$ cat config.mk
export PLATFORM = sky130hd
export DESIGN_NAME = escaped_byte_printer_line_wrap_core
export DESIGN_NICKNAME = d
export VERILOG_FILES = /design/src/sv/ebp_pkg.sv /design/src/sv/ebp_front.sv /design/src/sv/ebp_queue.sv /design/src/sv/ebp_back.sv /design/src/sv/escaped_byte_printer_line_wrap_core.sv
export SDC_FILE = /design/constraint.sdc
export NUM_CORES = 1
export LEC_CHECK = 0
export BUFFER_PORTS_ARGS = -buffer_cell sky130_fd_sc_hd__buf_2
export CAP_MARGIN = 15
export CORE_MARGIN = 2
export CORE_UTILIZATION = 45
export DETAILED_ROUTE_END_ITERATION = 8
export PLACE_DENSITY_LB_ADDON = 0.12
export SYNTH_ARGS = -nofsm -noshare
export SYNTH_HDL_FRONTEND = slang
export SYNTH_HIERARCHICAL = 1
export SYNTH_SLANG_ARGS = --single-unit
$ cat constraint.sdc
create_clock -name clk -period 4.54 [get_ports clk]
set_clock_uncertainty 0.15 [all_clocks]
set_input_delay 1.135 -clock clk [delete_from_list [all_inputs] [get_ports clk]]
set_output_delay 1.135 -clock clk [all_outputs]
set_load 0.02 [all_outputs]
$ cat src/sv/ebp_pkg.sv
// Shared types, constants and helper functions for the escaped byte printer.
package ebp_pkg;

    // Character codes
    localparam logic [7:0] NL_CHAR  = 8'h0A;
    localparam logic [7:0] ESC_CHAR = 8'h5C;

    // Configuration register indexes and reset values
    localparam logic [7:0]  REG_LINE_LIMIT    = 8'd0;
    localparam logic [7:0]  REG_RADIX_MODE    = 8'd1;
    localparam logic [15:0] LINE_LIMIT_RESET  = 16'd79;
    localparam logic [15:0] COUNT_MAX         = 16'hFFFF;

    // Longest run of characters one byte can cause
    localparam int RUN_MAX   = 6;
    localparam int IDX_W     = $clog2(RUN_MAX);
    localparam int LEN_W     = $clog2(RUN_MAX + 1);

    // Queue of classified runs between front and back
    localparam int QUEUE_DEPTH = 4;
    localparam int QPTR_W      = $clog2(QUEUE_DEPTH);
    localparam int QCNT_W      = $clog2(QUEUE_DEPTH + 1);

    typedef enum logic [1:0] {
        RADIX_HEX   = 2'd0,
        RADIX_OCT   = 2'd1,
        RADIX_DEC   = 2'd2,
        RADIX_DEC_I = 2'd3
    } radix_t;

    // One classified input byte: its characters in order and how many there are
    typedef struct packed {
        logic [RUN_MAX-1:0][7:0] chars;
        logic [LEN_W-1:0]        len;
    } run_t;

    // Head of the run queue as seen by the back end
    typedef struct packed {
        logic valid;
        run_t run;
    } head_t;

    // Lowercase ASCII digit for a value 0..15
    function automatic logic [7:0] digit_char(input logic [3:0] d);
        logic [7:0] c;
        if (d < 4'd10)
        begin
            c = 8'h30 + {4'h0, d};
        end
        else
        begin
            c = 8'h61 + {4'h0, d} - 8'd10;
        end
        return c;
    endfunction

    // Letter that follows the backslash
    function automatic logic [7:0] radix_letter(input radix_t r);
        logic [7:0] c;
        case (r)
            RADIX_HEX:   c = 8'h78;
            RADIX_OCT:   c = 8'h6F;
            RADIX_DEC:   c = 8'h64;
            RADIX_DEC_I: c = 8'h69;
            default:     c = 8'h78;
        endcase
        return c;
    endfunction

endpackage

$ cat src/sv/ebp_front.sv
// Front end: accepts bytes, tracks the column, and builds each byte's character run.
module ebp_front
(
    input  logic                clk,
    input  logic                rst_n,
    input  logic                push,
    input  logic                q_full,
    input  logic [7:0]          in_byte,
    input  logic                cfg_valid,
    input  logic [7:0]          cfg_index,
    input  logic [15:0]         cfg_data,
    output logic                q_push,
    output ebp_pkg::run_t       q_run
);

    logic [15:0]     limit_reg;
    logic [15:0]     count_reg;
    logic [15:0]     count_next;
    ebp_pkg::radix_t radix_reg;

    logic       accept;
    logic       is_nl;
    logic       wrap;
    logic       passes;
    logic [3:0] dig2;
    logic [3:0] dig1;
    logic [3:0] dig0;
    logic [1:0] ndig;
    logic [7:0] rem_h;
    logic [6:0] rem_t;
    logic [14:0] tens_prod;
    logic [3:0] tens;
    logic [6:0] tens_x10;

    assign accept = push && !q_full;
    assign q_push = accept;
    assign is_nl  = (in_byte == ebp_pkg::NL_CHAR);
    assign wrap   = (count_reg >= limit_reg) && !is_nl;
    assign passes = in_byte inside {[8'h09:8'h0D], [8'h20:8'h7E]};

    // Configuration registers
    always_ff @(posedge clk or negedge rst_n)
    begin
        if (!rst_n)
        begin
            limit_reg <= ebp_pkg::LINE_LIMIT_RESET;
            radix_reg <= ebp_pkg::RADIX_HEX;
        end
        else if (cfg_valid)
        begin
            if (cfg_index == ebp_pkg::REG_LINE_LIMIT)
            begin
                limit_reg <= cfg_data;
            end
            else if (cfg_index == ebp_pkg::REG_RADIX_MODE)
            begin
                radix_reg <= ebp_pkg::radix_t'(cfg_data[1:0]);
            end
        end
    end

    // Column counter: newline clears, anything else adds one (after a wrap, starts at one)
    always_comb
    begin
        count_next = count_reg;
        if (accept)
        begin
            if (is_nl)
            begin
                count_next = '0;
            end
            else if (wrap)
            begin
                count_next = 16'd1;
            end
            else if (count_reg != ebp_pkg::COUNT_MAX)
            begin
                count_next = count_reg + 16'd1;
            end
        end
    end

    always_ff @(posedge clk or negedge rst_n)
    begin
        if (!rst_n)
        begin
            count_reg <= '0;
        end
        else
        begin
            count_reg <= count_next;
        end
    end

    // Decimal split: hundreds by compare, tens by reciprocal multiply (valid below 1029)
    always_comb
    begin
        if (in_byte >= 8'd200)
        begin
            rem_h = in_byte - 8'd200;
        end
        else if (in_byte >= 8'd100)
        begin
            rem_h = in_byte - 8'd100;
        end
        else
        begin
            rem_h = in_byte;
        end
        rem_t     = rem_h[6:0];
        tens_prod = {8'h00, rem_t} * 15'd205;
        tens      = tens_prod[14:11];
        tens_x10  = {3'b000, tens} * 7'd10;
    end

    // Digits of the escape, most significant first, and their count
    always_comb
    begin
        dig2 = '0;
        dig1 = '0;
        dig0 = '0;
        ndig = 2'd1;
        case (radix_reg)
            ebp_pkg::RADIX_HEX:
            begin
                dig1 = in_byte[7:4];
                dig0 = in_byte[3:0];
                ndig = (dig1 != 4'd0) ? 2'd2 : 2'd1;
            end
            ebp_pkg::RADIX_OCT:
            begin
                dig2 = {2'b00, in_byte[7:6]};
                dig1 = {1'b0, in_byte[5:3]};
                dig0 = {1'b0, in_byte[2:0]};
                ndig = (dig2 != 4'd0) ? 2'd3 : ((dig1 != 4'd0) ? 2'd2 : 2'd1);
            end
            default:
            begin
                dig2 = (in_byte >= 8'd200) ? 4'd2 : ((in_byte >= 8'd100) ? 4'd1 : 4'd0);
                dig1 = tens;
                dig0 = rem_t[3:0] - tens_x10[3:0];
                ndig = (dig2 != 4'd0) ? 2'd3 : ((dig1 != 4'd0) ? 2'd2 : 2'd1);
            end
        endcase
    end

    // Assemble the run: optional newline, then the byte or its escape
    always_comb
    begin
        logic [ebp_pkg::IDX_W-1:0] pos;
        pos         = '0;
        q_run.chars = '0;
        q_run.len   = '0;
        if (wrap)
        begin
            q_run.chars[0] = ebp_pkg::NL_CHAR;
            pos            = 3'd1;
        end
        if (passes)
        begin
            q_run.chars[pos] = in_byte;
            q_run.len        = pos + 3'd1;
        end
        else
        begin
            q_run.chars[pos]        = ebp_pkg::ESC_CHAR;
            q_run.chars[pos + 3'd1] = ebp_pkg::radix_letter(radix_reg);
            pos                     = pos + 3'd2;
            case (ndig)
                2'd3:
                begin
                    q_run.chars[pos]        = ebp_pkg::digit_char(dig2);
                    q_run.chars[pos + 3'd1] = ebp_pkg::digit_char(dig1);
                    q_run.chars[pos + 3'd2] = ebp_pkg::digit_char(dig0);
                    q_run.len               = pos + 3'd3;
                end
                2'd2:
                begin
                    q_run.chars[pos]        = ebp_pkg::digit_char(dig1);
                    q_run.chars[pos + 3'd1] = ebp_pkg::digit_char(dig0);
                    q_run.len               = pos + 3'd2;
                end
                default:
                begin
                    q_run.chars[pos] = ebp_pkg::digit_char(dig0);
                    q_run.len        = pos + 3'd1;
                end
            endcase
        end
    end

endmodule

$ cat src/sv/ebp_queue.sv
// Short queue of classified runs between the front and back ends.
module ebp_queue
(
    input  logic          clk,
    input  logic          rst_n,
    input  logic          q_push,
    input  ebp_pkg::run_t q_run,
    input  logic          q_pop,
    output logic          q_full,
    output ebp_pkg::head_t head
);

    ebp_pkg::run_t                  store_reg [ebp_pkg::QUEUE_DEPTH];
    logic [ebp_pkg::QPTR_W-1:0]     wr_ptr_reg;
    logic [ebp_pkg::QPTR_W-1:0]     rd_ptr_reg;
    logic [ebp_pkg::QCNT_W-1:0]     cnt_reg;
    logic [ebp_pkg::QCNT_W-1:0]     cnt_next;

    assign q_full     = (cnt_reg == ebp_pkg::QCNT_W'(ebp_pkg::QUEUE_DEPTH));
    assign head.valid = (cnt_reg != '0);
    assign head.run   = store_reg[rd_ptr_reg];

    // Entry storage
    always_ff @(posedge clk)
    begin
        if (q_push)
        begin
            store_reg[wr_ptr_reg] <= q_run;
        end
    end

    // Occupancy
    always_comb
    begin
        cnt_next = cnt_reg;
        if (q_push && !q_pop)
        begin
            cnt_next = cnt_reg + 1'b1;
        end
        else if (q_pop && !q_push)
        begin
            cnt_next = cnt_reg - 1'b1;
        end
    end

    // Pointers
    always_ff @(posedge clk or negedge rst_n)
    begin
        if (!rst_n)
        begin
            wr_ptr_reg <= '0;
            rd_ptr_reg <= '0;
            cnt_reg    <= '0;
        end
        else
        begin
            if (q_push)
            begin
                wr_ptr_reg <= wr_ptr_reg + 1'b1;
            end
            if (q_pop)
            begin
                rd_ptr_reg <= rd_ptr_reg + 1'b1;
            end
            cnt_reg <= cnt_next;
        end
    end

endmodule

$ cat src/sv/ebp_back.sv
// Back end: head run to output register, one character per cycle while pop keeps up.
module ebp_back
(
    input  logic           clk,
    input  logic           rst_n,
    input  ebp_pkg::head_t head,
    input  logic           pop,
    output logic           q_pop,
    output logic           empty,
    output logic [7:0]     out_char,
    output logic           run_last
);

    logic [ebp_pkg::IDX_W-1:0] idx_reg;
    logic [ebp_pkg::IDX_W-1:0] idx_next;
    logic                      valid_reg;
    logic                      valid_next;
    logic [7:0]                char_reg;
    logic                      last_reg;

    logic out_xfer;
    logic room;
    logic emit;
    logic at_last;

    assign out_xfer = pop && valid_reg;
    assign room     = !valid_reg || out_xfer;
    assign emit     = room && head.valid;
    assign at_last  = (ebp_pkg::LEN_W'(idx_reg) == (head.run.len - ebp_pkg::LEN_W'(1)));
    assign q_pop    = emit && at_last;

    assign empty    = !valid_reg;
    assign out_char = char_reg;
    assign run_last = last_reg;

    // Sequencer and output valid
    always_comb
    begin
        idx_next   = idx_reg;
        valid_next = valid_reg;
        if (emit)
        begin
            valid_next = 1'b1;
            idx_next   = at_last ? '0 : idx_reg + 1'b1;
        end
        else if (out_xfer)
        begin
            valid_next = 1'b0;
        end
    end

    always_ff @(posedge clk or negedge rst_n)
    begin
        if (!rst_n)
        begin
            idx_reg   <= '0;
            valid_reg <= 1'b0;
        end
        else
        begin
            idx_reg   <= idx_next;
            valid_reg <= valid_next;
        end
    end

    // Output payload
    always_ff @(posedge clk)
    begin
        if (emit)
        begin
            char_reg <= head.run.chars[idx_reg];
            last_reg <= at_last;
        end
    end

endmodule

$ cat src/sv/escaped_byte_printer_line_wrap_core.sv
// Top level of the escaped byte printer with line wrap.
//
// Bytes enter through a push/full queue port and leave as ASCII characters through an
// empty/pop port, with run_last marking the final character of each byte. Tab through
// carriage return and 0x20..0x7E pass through; any other byte prints as a backslash, a radix
// letter and its digits. A newline is inserted ahead of any byte but a newline once the
// column count has reached line_limit. The back end emits one character per cycle, while
// pop keeps up, from a single output register; a passing byte gives one character, an
// escape three to five, and an inserted newline one more. A four-entry run queue lets the
// input side keep accepting while the back end works through an escape. The configuration
// port is always ready; write it only while the block is idle.
module escaped_byte_printer_line_wrap_core
(
    input  logic        clk,
    input  logic        rst_n,
    input  logic        push,
    output logic        full,
    input  logic [7:0]  in_byte,
    output logic        empty,
    input  logic        pop,
    output logic [7:0]  out_char,
    output logic        run_last,
    input  logic        cfg_valid,
    output logic        cfg_ready,
    input  logic [7:0]  cfg_index,
    input  logic [15:0] cfg_data
);

    logic           q_push;
    logic           q_pop;
    ebp_pkg::run_t  q_run;
    ebp_pkg::head_t head;

    assign cfg_ready = 1'b1;

    ebp_front u_front
    (
        .clk       (clk),
        .rst_n     (rst_n),
        .push      (push),
        .q_full    (full),
        .in_byte   (in_byte),
        .cfg_valid (cfg_valid),
        .cfg_index (cfg_index),
        .cfg_data  (cfg_data),
        .q_push    (q_push),
        .q_run     (q_run)
    );

    ebp_queue u_queue
    (
        .clk    (clk),
        .rst_n  (rst_n),
        .q_push (q_push),
        .q_run  (q_run),
        .q_pop  (q_pop),
        .q_full (full),
        .head   (head)
    );

    ebp_back u_back
    (
        .clk      (clk),
        .rst_n    (rst_n),
        .head     (head),
        .pop      (pop),
        .q_pop    (q_pop),
        .empty    (empty),
        .out_char (out_char),
        .run_last (run_last)
    );

`ifndef NO_ASSERTIONS
    // The back end only retires a run that is actually queued
    a_pop_has_run: assert property (@(posedge clk) disable iff (!rst_n)
        q_pop |-> head.valid)
        else $error("run retired from an empty queue");

    // A queued run always has between one and six characters
    a_run_len: assert property (@(posedge clk) disable iff (!rst_n)
        head.valid |-> (head.run.len != '0 && head.run.len <= 3'd6))
        else $error("queued run has a bad length");

    // A full queue cannot be empty at its head
    a_full_head: assert property (@(posedge clk) disable iff (!rst_n)
        full |-> head.valid)
        else $error("queue full with no head entry");
`endif

endmodule
# [After elaboration in Yosys (flattened, before gate mapping)]
# Memory sizes are Yosys's and may differ from the RTL's.
# Index checks and enable logic that the tools add are counted.
# Widths: inputs -> output; s select.
[totals] regBits=54 latch_bits=0 mem_bits_rw=204 romBits=0 out_inout_bits=12 memories=1
[memory_table] memory="u_queue.store_reg" depth=4 word_bits=51 rd=1 rd_ports_with_merged_regs=0 write_ports=1 line="ebp_queue.sv:13" rtl="ebp_pkg::run_t store_reg [ebp_pkg::QUEUE_DEPTH];"
[classes] n_addsub=24 mul=2 div=0 n_lt_le_gt_ge=21 n_eq_ne=10 n_shift=0 mux=64 n_bitwise=4 reduce_logical=36
[op_table] operator="$bwmux 48" n=8
[op_table] operator="$mux 8" n=22
[op_table] operator="$demux 8 s3" n=5
[op_table] operator="$pmux 51 s2" n=1
[op_table] operator="$mux 51" n=1
[op_table] operator="$mux 16" n=3
[op_table] operator="$pmux 8 s4" n=1
[op_table] operator="$add 7x4->8 const A" n=3
[op_table] operator="$and 4x24->24" n=1
[op_table] operator="$bmux 8 s3" n=1
[op_table] operator="$not 24->24" n=1
[op_table] operator="$or 2x24->24" n=1
[op_table] operator="$pmux 4 s2" n=3
[op_table] operator="$sub 8x4->8 const B" n=3
[op_table] operator="$add 6x4->7 const A" n=3
[op_table] operator="$lt 3x4->1 const B" n=5
[op_table] operator="$add 16x1->16 const B" n=1
[op_table] operator="$ge 16x16->1" n=1
[op_table] operator="$ne 16x16->1 const B" n=1
[op_table] operator="$mul 7x8->15 const B" n=1
[op_table] operator="$logic_and 1x1->1" n=14
[op_table] operator="$mux 7" n=2
[op_table] operator="$sub 7x7->7 const B" n=2
[op_table] operator="$ge 3x1->1 const B" n=4
[op_table] operator="39 further kinds" n=73

# [Longest topological paths before layout]
# Gate-level depths: netlist (run 1).
[logic_depth] depth_word=16 mapped_depth=34 ltp_nobuf=32

# [Modules after synthesis]
# The synthesis (run 1) kept the hierarchy.
[by_module_without_submodules] mod="ebp_queue" n_inst=1 cells_each=301 area_each_um2=7817.5 seq_area_each_um2=6301.0
[by_module_without_submodules] mod="ebp_front" n_inst=1 cells_each=627 area_each_um2=4913.5 seq_area_each_um2=857.1
[by_module_without_submodules] mod="ebp_back" n_inst=1 cells_each=77 area_each_um2=953.4 seq_area_each_um2=370.4
[by_module_without_submodules] mod="escaped_byte_printer_line_wrap_core" n_inst=1 cells_each=2 area_each_um2=11.3 seq_area_each_um2=0.0

# [Worst setup path before layout (run 1)]
# OpenSTA, ideal clock, no wires.
[synth_path] kind="input to register" from="in in_byte[3]" to="mem u_queue/store_reg[0][28] (netlist name), data pin" setup_time_ns=0.203 t_arrival_ns=8.198 path_slack_ns=-4.011 cell_stages=29 path_buffers=1 cell_sequence="inv_1 ha_1 or3b_2 o21ai_0 nor2_1 a22oi_1 xnor2_1 ha_1 fa_1 fa_1 ha_1 ha_1 nand2_1 o21a_1 o21a_1 o21ai_0 and3_1 clkbuf_1 ha_1 inv_1 fa_1 a2111oi_0 a2111oi_2 and4_1 or4_1 and3_1 o311ai_1 a21oi_1 nor3_1"
[synth_lines] element="start, declared" line="escaped_byte_printer_line_wrap_core.sv:18" rtl="input logic [7:0] in_byte,"
[synth_lines] element="end, declared" line="ebp_queue.sv:13"

==> insert_results.sql, run 1 <==
INSERT INTO impl_metrics (metric_group, metric, value, unit) VALUES
('critical_path', 'critPathMaxStageDelay', '0.58', 'ns'),
('routing', 'drt_first_pass_iters', '6', ''),
('floorplan', 'die-area', '31800', 'sq um'),
('critical_path', 'most_frequent_cp_cell', 'ha_4', ''),
('clock_tree', 'cts-htree-levels', '1', ''),
('pwr', 'design_power_total', '0.0100', 'W'),
('critical_path', 'worst_ep_required_time', '4.73', 'ns'),
('timing', 'setup_ws', '-2.93', 'ns'),
('critical_path', 'critical_path.slowest_cell', 'fa_1', ''),
('place', 'dp.cells', '1551', ''),
('synthesis', 'post_synth_edffs', '213', ''),
('worst_hold_path', 'min_from', 'u_queue/cnt_reg[2]$_DFFE_PN0P_', ''),
('status', 'violations', 'setup timing', ''),
('timing', 'grt_setup_unrepaired', 'true', ''),
('worst_hold_path', 'worstHoldPathType', 'flip-flop to flip-flop', ''),
('critical_path', 'nature_of_the_critical_path_endpoint', 'flip-flop', ''),
('routing', 'wirelength', '32000', 'um'),
('clock_tree', 'clk_root_buffer_cell', 'clkbuf_16', ''),
('cells_and_area', 'fin_area', '17300', 'sq um'),
('synthesis', 'yosys.cell_types.count', '89', ''),
('place', 'place.detailed.hpwl', '21800', 'um'),
('critical_path', 'startpoint_of_the_worst_register_to_register_path', 'u_front/count_reg[0]$_DFFE_PN0P_', ''),
('critical_path', 'setup.worst_path.start_class', 'primary input', ''),
('pwr', 'cellPowerDensity', '578', 'nW/um^2'),
('cells_and_area', 'syn2layout_area_growth', '26.2', '%'),
('worst_hold_path', 'whs_path_depth', '1', ''),
('timing', 'final-max-slew-violation-count', '0', ''),
('clock_tree', 'tritoncts', 'yes', ''),
('timing', 'report.final.hold_viol_count', '0', ''),
('cells_and_area', 'final_layout_size_suffix_gt1_frac', '0.377', ''),
('global_route', 'grt_pass1_wl', '51200', 'um'),
('synthesis', 'postSynthAreaPerCell', '13.6', 'sq um'),
('critical_path', 'reg_to_reg_critical_path_endpoint', 'u_queue/store_reg[3][33]$_DFFE_PP_', ''),
('cells_and_area', 'layout.cells.non_filler', '1630', ''),
('cells_and_area', 'n_fill_cell', '2449', ''),
('clock_tree', 'cts_max_path_buffers', '3', ''),
('flow_run', 'max_capacitance_violation_count', '0', ''),
('cells_and_area', 'finish.utilization', '0.580', ''),
('timing', 'period_minus_slack', '7.47', 'ns'),
('global_route', 'antenna_violations_before_repair', '0', ''),
('place', 'routabilityCongestion', '0.836', ''),
('critical_path', 'classification_of_the_worst_setup_path', 'primary input to flip-flop', ''),
('floorplan', 'core.rowCount', '63', ''),
('timing', 'report.final.setup_viol', '120', ''),
('pwr', 'power.static_leakage', '6.72', 'nW'),
('synthesis', 'synth-seq-area-share', '0.550', ''),
('global_route', 'first_global_vias', '9364', ''),
('floorplan', 'core_area', '29800', 'sq um'),
('critical_path', 'r2r_slack', '0.42', 'ns'),
('floorplan', 'die_height', '178', 'um'),
('routing', 'drt_iter0_drc', '511', ''),
('routing', 'drt.antenna.violating_nets', '0', ''),
('critical_path', 'worst_ep_arrival_time', '7.66', 'ns'),
('timing', 'worst-slew-pin-transition', '0.986', 'ns'),
('routing', 'routed_wire_length_per_instance', '19.7', 'um'),
('global_route', 'grt_util_all_layers', '0.206', ''),
('timing', 'max_freq', '134', 'MHz'),
('synthesis', 'postSynth.topFlopCell', 'edfxtp_1', ''),
('global_route', 'maximum_number_of_pins_on_one_net_before_global_route_repair', '52', ''),
('cells_and_area', 'ant_diodes', '0', ''),
('status', 'status', 'finished, violations left', ''),
('synthesis', 'yosysWarnings', '6', ''),
('floorplan', 'die_w', '178', 'um'),
('synthesis', 'fraction_of_registers_with_async_set_reset', '0.174', ''),
('routing', 'dr_total_vias', '9103', ''),
('cells_and_area', 'design.final.nets', '1338', ''),
('clock_tree', 'numClockSinks', '258', ''),
('global_route', 'grt-ovfl-total', '0', ''),
('place', 'placedInstanceArea', '15600', 'sq um'),
('clock_tree', 'cts_buffers', '27', ''),
('critical_path', 'worst_r2r_path_depth', '13', '');
## through the flow
stage	setup slack [ns]	TNS, ns
floorplan	-3.22	-338.12
global placement	-3.42	-382.64
detailed placement	-3.59	-401.04
CTS	-2.86	-307.40
global route	-3.16	-347.43
finish	-2.93	-320.07
## placed cells by master, fill, tap and decap left out, types with 34 or more instances in the layout
cell	instances
edfxtp_1	213
buf_4	168
inv_1	61
ha_1	58
nand2_1	53
mux4_2	49
buf_2	45
o21ai_0	44
dfrtp_1	38
a21oi_1	34
## routing by layer
metal	up-vias	routed length (um)	global-route usage
li1	4330	-	-
met1	4567	14700	0.284
met2	160	15700	0.351
met3	46	1010	0.0243
met4	0	656	0.0488
met5	-	0	0
## cells in the mapped netlist, types with 6 or more instances
| cell | n | area, sq um |
|---|---|---|
| clkbuf_1 | 25 | 93.8 |
| and3_1 | 9 | 56.3 |
| a21oi_1 | 50 | 250 |
| nand2_1 | 57 | 214 |
| a21o_1 | 12 | 90.1 |
| o22ai_1 | 12 | 75.1 |
| nand2b_1 | 10 | 62.6 |
| ha_1 | 72 | 901 |
| fa_1 | 10 | 200 |
| nor2_1 | 41 | 154 |
| mux4_2 | 49 | 1100 |
| or4_1 | 12 | 90.1 |
| buf_2 | 11 | 55.1 |
| o21ai_0 | 59 | 295 |
| buf_4 | 8 | 60.1 |
| mux4_1 | 10 | 263 |
| mux2i_1 | 15 | 150 |
| o31ai_1 | 11 | 82.6 |
| dfrtp_1 | 40 | 1000 |
| nand3_1 | 23 | 115 |
| inv_1 | 69 | 259 |
| nor4_1 | 7 | 43.8 |
| nor3_1 | 12 | 60.1 |
| nand4_1 | 11 | 68.8 |
| edfxtp_1 | 213 | 6400 |
| and2_1 | 8 | 50.1 |
| o211ai_1 | 6 | 45.0 |
| xnor2_1 | 14 | 123 |
| xor2_1 | 7 | 61.3 |
## cell families after synthesis
logic type / Yosys count / share of synthesized area
other: 2 / 0.000548
adder cells (fa/ha/maj): 82 / 0.0804
XOR/XNOR: 23 / 0.0163
buffers and inverters: 124 / 0.0453
flip-flops: 258 / 0.550
AO/OA/AOI/OAI: 214 / 0.103
AND/OR/NAND/NOR: 225 / 0.0900
multiplexers: 79 / 0.115
## cell type report
type	instances	area [sq um]	area share
sequential	258	7530	0.436
multi-input combinational	630	6330	0.366
timing repair buffer	233	1740	0.100
clock buffer	29	683	0.0395
tap	390	488	0.0282
inverter	69	267	0.0154
clock inverter	21	241	0.0140
## where the power goes
part	switching [W]	total [W]	leakage, nW	internal, W
Sequential	0.000295	0.00348	2.50	0.00318
Combinational	0.00213	0.00424	3.75	0.00211
Clock	0.000902	0.00228	0.460	0.00137
Total	0.00333	0.0100	6.72	0.00667
## how the worst max path moves through the flow
stage               start                                  to  slack [ns]  cells after the start
5_1_grt        in_byte[3]  u_queue/store_reg[0][22]$_DFFE_PP_       -3.16                     32
4_1_cts        in_byte[3]  u_queue/store_reg[1][27]$_DFFE_PP_       -2.86                     31
6_report       in_byte[3]  u_queue/store_reg[3][27]$_DFFE_PP_       -2.93                     30
2_1_floorplan  in_byte[3]  u_queue/store_reg[0][20]$_DFFE_PP_       -3.22                     31
3_3_place_gp   in_byte[2]  u_queue/store_reg[2][33]$_DFFE_PP_       -3.42                     32
3_5_place_dp   in_byte[2]  u_queue/store_reg[0][20]$_DFFE_PP_       -3.59                     29
## critical path: cells and delay by family
family | cells | cell delay [ns]
adders and majority gates | 8 | 2.43
AOI/OAI and AO/OA | 8 | 1.77
xor gates and xnor gates | 1 | 0.07
and+or+nand+nor | 7 | 1.44
buffers and inverters | 5 | 0.53
muxes | 1 | 0.30
## what timing repair did
item	in CTS	in global routing
hold buffers	0	0
setup buffers	24	10
pin swaps	56	30
gates resized for setup	82	22
setup endpoints to repair	120	120
No activity file was read; power rests on OpenSTA's default activity.
==> run 2: changes to the inputs <==
--- a/config.mk
+++ b/config.mk
@@ -8,7 +8,7 @@
 export BUFFER_PORTS_ARGS = -buffer_cell sky130_fd_sc_hd__buf_2
 export CAP_MARGIN = 15
 export CORE_MARGIN = 2
-export CORE_UTILIZATION = 45
+export CORE_UTILIZATION = 63
 export DETAILED_ROUTE_END_ITERATION = 8
 export PLACE_DENSITY_LB_ADDON = 0.12
 export SYNTH_ARGS = -nofsm -noshare
==> constraint.sdc (replaced) <==
create_clock -name clk -period 7.85 [get_ports clk]
set_clock_uncertainty 0.15 [all_clocks]
set_input_delay 1.9625 -clock clk [delete_from_list [all_inputs] [get_ports clk]]
set_output_delay 1.9625 -clock clk [all_outputs]
set_load 0.02 [all_outputs]
==> insert_results.sql, run 2 (synthesis gave the netlist of run 1 again) <==
INSERT INTO impl_metrics (metric_group, metric, value, unit) VALUES
('routing', 'routed_wire_length_per_instance', '21.8', 'um'),
('clock_tree', 'postCtsHoldBufs', '0', ''),
('critical_path', 'setup.worst_path.start_class', 'primary input', ''),
('routing', 'drcViolationCount', '0', ''),
('timing', 'setup_ws', '-0.510', 'ns'),
('place', 'place.detailed.hpwl', '20400', 'um'),
('timing', 'report.final.setup_viol', '96', ''),
('clock_tree', 'tritoncts', 'yes', ''),
('cells_and_area', 'most_frequent_standard_cell_in_the_layout_excluding_fill_and_tap_cells', 'edfxtp_1', ''),
('pwr', 'irDropWorstVdd', '181', 'uV'),
('global_route', 'grt_pass1_wl', '49800', 'um'),
('clock_tree', 'clk_root_buffer_cell', 'clkbuf_16', ''),
('cells_and_area', 'final_layout_size_suffix_gt1_frac', '0.347', ''),
('cells_and_area', 'n_fill_cell', '1183', ''),
('worst_hold_path', 'worstHoldPathType', 'flip-flop to flip-flop', ''),
('timing', 'report.final.hold_viol_count', '0', ''),
('timing', 'final-max-slew-violation-count', '0', ''),
('timing', 'post-route-period-util', '1.06', ''),
('pwr', 'design_power_total', '0.00568', 'W'),
('critical_path', 'nature_of_the_critical_path_endpoint', 'flip-flop', ''),
('floorplan', 'core.rowCount', '53', ''),
('routing', 'drt.antenna.violating_nets', '0', ''),
('clock_tree', 'clk_pin_slew_worst_setup_hold_paths', '0.06', 'ns'),
('timing', 'worst-slew-pin-transition', '1.16', 'ns'),
('place', 'routabilityCongestion', '0.927', ''),
('critical_path', 'cpLargestDelayFamily', 'adder cells', ''),
('critical_path', 'worst_ep_required_time', '8.02', 'ns'),
('cells_and_area', 'design.final.nets', '1302', ''),
('global_route', 'first_global_vias', '9153', ''),
('worst_hold_path', 'min_from', 'u_front/limit_reg[6]$_DFFE_PN1P_', ''),
('floorplan', 'die_height', '151', 'um'),
('pwr', 'cellPowerDensity', '338', 'nW/um^2'),
('timing', 'grt_setup_unrepaired', 'true', ''),
('floorplan', 'io_pins', '49', ''),
('cells_and_area', 'finish.utilization', '0.794', ''),
('critical_path', 'critical_path_peak_fanout', '4', ''),
('timing', 'period_minus_slack', '8.36', 'ns'),
('clock_tree', 'cts_buffers', '26', ''),
('flow_run', 'max_capacitance_violation_count', '0', ''),
('clock_tree', 'cts_max_path_buffers', '3', ''),
('routing', 'drt_iter0_drc', '696', ''),
('routing', 'wirelength', '32200', 'um'),
('cells_and_area', 'layout_common_cells', 'edfxtp_1, buf_4, inv_1, ha_1, nand2_1', ''),
('floorplan', 'core_area', '21200', 'sq um'),
('global_route', 'grt_util_all_layers', '0.283', ''),
('cells_and_area', 'syn2layout_area_growth', '22.7', '%'),
('place', 'dp.cells', '1412', ''),
('clock_tree', 'later_pin_clock_latency_in_the_skew_report', '0.54', 'ns'),
('critical_path', 'classification_of_the_worst_setup_path', 'primary input to flip-flop', ''),
('critical_path', 'critical_path.slowest_cell', 'fa_1', ''),
('critical_path', 'crit_buf_inv', '5', ''),
('critical_path', 'startpoint_of_the_worst_register_to_register_path', 'u_front/count_reg[0]$_DFFE_PN0P_', ''),
('critical_path', 'worstSetupStartpoint', 'in_byte[3]', ''),
('routing', 'drt_first_pass_iters', '5', ''),
('global_route', 'grt-ovfl-total', '0', ''),
('cells_and_area', 'fin_area', '16800', 'sq um'),
('timing', 'slew_headroom', '0.222', ''),
('status', 'status', 'finished, violations left', ''),
('cells_and_area', 'largest_register_ffs', '204', ''),
('pwr', 'power.static_leakage', '6.48', 'nW'),
('floorplan', 'start_util', '0.647', ''),
('floorplan', 'die-area', '22900', 'sq um'),
('routing', 'dr_total_vias', '9324', ''),
('critical_path', 'worst_ep_arrival_time', '8.53', 'ns'),
('place', 'place_ws', '-1.10', 'ns'),
('routing', 'viasPerCell', '6.31', ''),
('floorplan', 'die_w', '151', 'um'),
('critical_path', 'critPathMaxStageDelay', '0.56', 'ns'),
('clock_tree', 'cts-htree-levels', '1', ''),
('critical_path', 'most_frequent_cp_cell', 'ha_4', ''),
('global_route', 'maximum_number_of_pins_on_one_net_before_global_route_repair', '54', ''),
('timing', 'max_freq', '120', 'MHz'),
('status', 'violations', 'setup timing', ''),
('cells_and_area', 'layout.cells.non_filler', '1478', ''),
('global_route', 'antenna_violations_before_repair', '0', ''),
('place', 'placedInstanceArea', '15200', 'sq um'),
('place', 'portBuffers', '47', ''),
('cells_and_area', 'ant_diodes', '0', ''),
('clock_tree', 'numClockSinks', '258', '');
run 2: cell types whose count changed in the layout (fill, tap and decap cells not counted), moves of 4 or more:
| cell | before | now |
|---|---|---|
| buf_4 | 168 | 138 |
| buf_6 | 16 | 10 |
| clkbuf_1 | 2 | 6 |
| clkinv_2 | 8 | 4 |
| xnor2_2 | 4 | 0 |
run 2: stage by stage:
step	setup TNS [ns]	hold WS [ns]
after global routing	-60.53	0.407
after global placement	-81.52	0.313
final	-37.25	0.375
after CTS	-22.12	0.370
after floorplan	-48.73	0.299
after detailed placement	-100.05	0.325
run 2: power breakdown:
group	total, W	internal (W)	switching (W)
logic	0.00244	0.00119	0.00125
clock network	0.00118	0.000687	0.000495
registers	0.00206	0.00184	0.000215
total	0.00568	0.00372	0.00196
run 2: path summary, 6_finish.rpt:
path	slack, ns	to	cells after the start
setup / recovery	-0.51	u_queue/store_reg[0][28]$_DFFE_PP_	30
hold / removal	0.37	u_front/limit_reg[6]$_DFFE_PN1P_	2
setup reg to reg	3.18	u_queue/store_reg[1][23]$_DFFE_PP_	12
hold reg to reg	0.37	u_front/limit_reg[6]$_DFFE_PN1P_	2
max in group asynchronous	5.73	u_queue/rd_ptr_reg[0]$_DFFE_PN0P_	2
min in group asynchronous	1.36	u_back/idx_reg[0]$_DFFE_PN0P_	2
run 2: per-layer routing:
| layer | vias to the layer above | global-route usage | wire length (um) |
|---|---|---|---|
| met4 | 0 | 0.0579 | 656 |
| met1 | 4685 | 0.394 | 13300 |
| met3 | 55 | 0.0268 | 1770 |
| met5 | - | 0 | 0 |
| met2 | 346 | 0.493 | 16500 |
| li1 | 4238 | - | - |
run 2: worst min-delay path, stage by stage, from the launching register on:
cell,delay [ns]
dfstp_2,0.36
inv_1,0.07
o21ai_0,0.09
run 2: cell type report:
| cell class | instances | area, sq um | share of cell area |
|---|---|---|---|
| Tap cell | 275 | 344 | 0.0205 |
| Sequential cell | 258 | 7530 | 0.448 |
| Clock buffer | 33 | 687 | 0.0409 |
| Clock inverter | 15 | 139 | 0.00827 |
| Inverter | 69 | 267 | 0.0159 |
| Multi-Input combinational cell | 630 | 6370 | 0.379 |
| Timing Repair Buffer | 198 | 1460 | 0.0868 |
run 2: repair_timing:
action                                  CTS  global route
setup buffers                            12            10
resized for setup                        48            52
pin swaps                                22            21
hold endpoints to repair                  0             0
endpoints found under the setup margin  100           112
==> run 3: changes to the inputs <==
--- a/config.mk
+++ b/config.mk
@@ -5,11 +5,13 @@
 export SDC_FILE = /design/constraint.sdc
 export NUM_CORES = 1
 export LEC_CHECK = 0
+export ABC_AREA = 1
 export BUFFER_PORTS_ARGS = -buffer_cell sky130_fd_sc_hd__buf_2
 export CAP_MARGIN = 15
 export CORE_MARGIN = 2
-export CORE_UTILIZATION = 63
+export CORE_UTILIZATION = 55
 export DETAILED_ROUTE_END_ITERATION = 8
+export GPL_TIMING_DRIVEN = 0
 export PLACE_DENSITY_LB_ADDON = 0.12
 export SYNTH_ARGS = -nofsm -noshare
 export SYNTH_HDL_FRONTEND = slang
==> insert_results.sql, run 3 <==
INSERT INTO impl_metrics (metric_group, metric, value, unit) VALUES
('place', 'portBuffers', '47', ''),
('critical_path', 'setup.worst_path.start_class', 'primary input', ''),
('critical_path', 'critical_path_cell_count', '34', ''),
('routing', 'drt.antenna.violating_nets', '0', ''),
('clock_tree', 'cts_buffers', '28', ''),
('status', 'status', 'completed', ''),
('routing', 'wirelength', '35300', 'um'),
('cells_and_area', 'largest_register_ffs', '204', ''),
('synthesis', 'fraction_of_registers_with_async_set_reset', '0.174', ''),
('synthesis', 'postSynthAreaPerCell', '9.58', 'sq um'),
('cells_and_area', 'design.final.nets', '1718', ''),
('synthesis', 'synth_top_cells_by_count', 'nand2_1, inv_1, edfxtp_1, nor2_1, o211ai_1', ''),
('clock_tree', 'clk_pin_slew_worst_setup_hold_paths', '0.06', 'ns'),
('critical_path', 'worst_ep_arrival_time', '7.72', 'ns'),
('clock_tree', 'later_pin_clock_latency_in_the_skew_report', '0.54', 'ns'),
('global_route', 'first_global_vias', '10400', ''),
('pwr', 'power.static_leakage', '7.24', 'nW'),
('cells_and_area', 'final_layout_size_suffix_gt1_frac', '0.182', ''),
('timing', 'max_freq', '132', 'MHz'),
('routing', 'drt_iter0_drc', '962', ''),
('critical_path', 'worst_ep_required_time', '7.99', 'ns'),
('synthesis', 'post_synth_main_area_contributors', 'edfxtp_1, nand2_1, dfrtp_1', ''),
('pwr', 'irDropWorstVdd', '202', 'uV'),
('cells_and_area', 'multi_input_comb_area', '5700', 'sq um'),
('floorplan', 'core.rowCount', '58', ''),
('critical_path', 'critPathMaxStageDelay', '0.51', 'ns'),
('synthesis', 'netlist.area_leader.share', '0.449', ''),
('cells_and_area', 'ff_latch_area', '7530', 'sq um'),
('place', 'place.detailed.hpwl', '24600', 'um'),
('cells_and_area', 'n_fill_cell', '2031', ''),
('place', 'routabilityCongestion', '0.905', ''),
('synthesis', 'yosysWarnings', '6', ''),
('cells_and_area', 'most_frequent_standard_cell_in_the_layout_excluding_fill_and_tap_cells', 'nand2_1', ''),
('floorplan', 'die-area', '27200', 'sq um'),
('routing', 'viasPerCell', '5.49', ''),
('critical_path', 'worst_r2r_path_depth', '13', ''),
('global_route', 'maximum_number_of_pins_on_one_net_before_global_route_repair', '46', ''),
('clock_tree', 'numClockSinks', '258', ''),
('timing', 'report.final.setup_viol', '0', ''),
('routing', 'drcViolationCount', '0', ''),
('worst_hold_path', 'whs_path_depth', '2', ''),
('floorplan', 'io_pins', '49', ''),
('critical_path', 'critical_path_peak_fanout', '6', ''),
('routing', 'routed_wire_length_per_instance', '18.1', 'um'),
('clock_tree', 'cts_max_path_buffers', '3', ''),
('worst_hold_path', 'worstHoldPathType', 'flip-flop to flip-flop', ''),
('synthesis', 'netlist.top_cell.by_area', 'edfxtp_1', ''),
('critical_path', 'critical_path.slowest_cell', 'fa_1', ''),
('synthesis', 'post_synth_edffs', '213', ''),
('critical_path', 'most_frequent_cp_cell', 'inv_1', ''),
('synthesis', 'syn_inst', '1489', ''),
('floorplan', 'core_area', '25300', 'sq um'),
('global_route', 'grt_util_all_layers', '0.263', ''),
('synthesis', 'postSynth.topFlopCell', 'edfxtp_1', ''),
('global_route', 'antenna_violations_before_repair', '0', ''),
('clock_tree', 'clk_root_buffer_cell', 'clkbuf_16', ''),
('critical_path', 'classification_of_the_worst_setup_path', 'primary input to flip-flop', ''),
('timing', 'final.setup.tns', '0', 'ns'),
('pwr', 'design_power_total', '0.00578', 'W'),
('synthesis', 'synth_seq_cells', '258', ''),
('cells_and_area', 'layout_common_cells', 'nand2_1, inv_1, edfxtp_1, o211ai_1, nor2_1', ''),
('clock_tree', 'tritoncts', 'yes', ''),
('timing', 'period_minus_slack', '7.58', 'ns'),
('flow_run', 'max_capacitance_violation_count', '0', ''),
('cells_and_area', 'syn2layout_area_growth', '15.2', '%'),
('routing', 'drt_first_pass_iters', '6', ''),
('routing', 'dr_total_vias', '10700', ''),
('pwr', 'cellPowerDensity', '352', 'nW/um^2'),
('floorplan', 'die_w', '165', 'um'),
('critical_path', 'cpLargestDelayFamily', 'adder cells', ''),
('timing', 'final-max-slew-violation-count', '0', ''),
('timing', 'report.final.hold_viol_count', '0', ''),
('timing', 'post-route-period-util', '0.966', ''),
('cells_and_area', 'finish.utilization', '0.649', ''),
('synthesis', 'synthMostInstantiatedCell', 'nand2_1', ''),
('timing', 'worst-slew-pin-transition', '0.812', 'ns'),
('floorplan', 'start_util', '0.563', ''),
('clock_tree', 'cts-htree-levels', '1', ''),
('synthesis', 'synth-seq-area-share', '0.528', ''),
('timing', 'slew_headroom', '0.458', ''),
('floorplan', 'die_height', '165', 'um'),
('global_route', 'grt_pass1_wl', '55000', 'um'),
('global_route', 'grt-ovfl-total', '0', ''),
('critical_path', 'crit_buf_inv', '10', ''),
('critical_path', 'nature_of_the_critical_path_endpoint', 'flip-flop', ''),
('cells_and_area', 'ant_diodes', '0', ''),
('synthesis', 'synth.cell_area', '14300', 'sq um'),
('synthesis', 'yosys.cell_types.count', '49', '');
## run 3: repair_timing
action | CTS | global route
hold buffers | 0 | 0
cloned | 1 | 0
setup buffers | 11 | 11
hold endpoints to repair | 0 | 0
resized for setup | 34 | 43
endpoints found under the setup margin | 100 | 100
pin swaps | 12 | 17
## run 3: kinds of logic after synthesis
family	synth area share
AND/OR/NAND/NOR	0.170
buffers and inverters	0.0968
AO/OA/AOI/OAI	0.121
flip-flops	0.528
adder cells (fa/ha/maj)	0.0772
XOR/XNOR	0.00676
other	0.000527
## run 3: worst paths after layout
| path | from | endpoint | slack [ns] |
|---|---|---|---|
| setup / recovery | in_byte[3] | u_queue/store_reg[3][29]$_DFFE_PP_ | 0.27 |
| hold / removal | u_queue/cnt_reg[2]$_DFFE_PN0P_ | u_queue/cnt_reg[2]$_DFFE_PN0P_ | 0.34 |
| setup reg to reg | u_front/limit_reg[3]$_DFFE_PN1P_ | u_queue/store_reg[1][1]$_DFFE_PP_ | 4.11 |
| hold reg to reg | u_queue/cnt_reg[2]$_DFFE_PN0P_ | u_queue/cnt_reg[2]$_DFFE_PN0P_ | 0.34 |
| max in group asynchronous | rst_n | u_front/limit_reg[0]$_DFFE_PN1P_ | 5.69 |
| min in group asynchronous | rst_n | u_front/limit_reg[8]$_DFFE_PN0P_ | 1.25 |
## run 3: metal layers
layer	routed length, um	up-vias	track usage	share of wire
met1	15000	5062	0.348	0.42
met5	0	-	0	0
met4	868	0	0.0731	0.025
met2	17400	343	0.456	0.49
met3	1990	74	0.0354	0.056
li1	-	5217	-	-
## run 3: worst min-delay path: stages, from the launching register on
cell and delay, ns:
dfrtp_1 0.35, nand2_1 0.06, nand2_1 0.05
## run 3: cell type report
type,instances,area share
sequential,258,0.458
multi-input combinational,932,0.347
inverter,239,0.0553
clock buffer,30,0.0431
timing repair buffer,75,0.0329
buffer,65,0.0296
tap,330,0.0251
clock inverter,20,0.00891
## run 3: stage by stage
stage               area (sq um)  setup WS [ns]  instances  hold slack [ns]
finish                     16400          0.268       1949            0.336
global route               16400        -0.0273       1949            0.354
CTS                        16100         0.0141       1937            0.334
detailed placement         15000          -1.22       1875            0.324
global placement           14900          -1.15       1871            0.307
floorplan                  14300         0.0525       1494            0.292
## run 3: where the power goes
part	switching, W	internal [W]	leakage, nW	total, W
combinational	0.00169	0.000926	4.33	0.00262
clock	0.000532	0.000686	0.413	0.00122
sequential	0.0000982	0.00184	2.50	0.00194
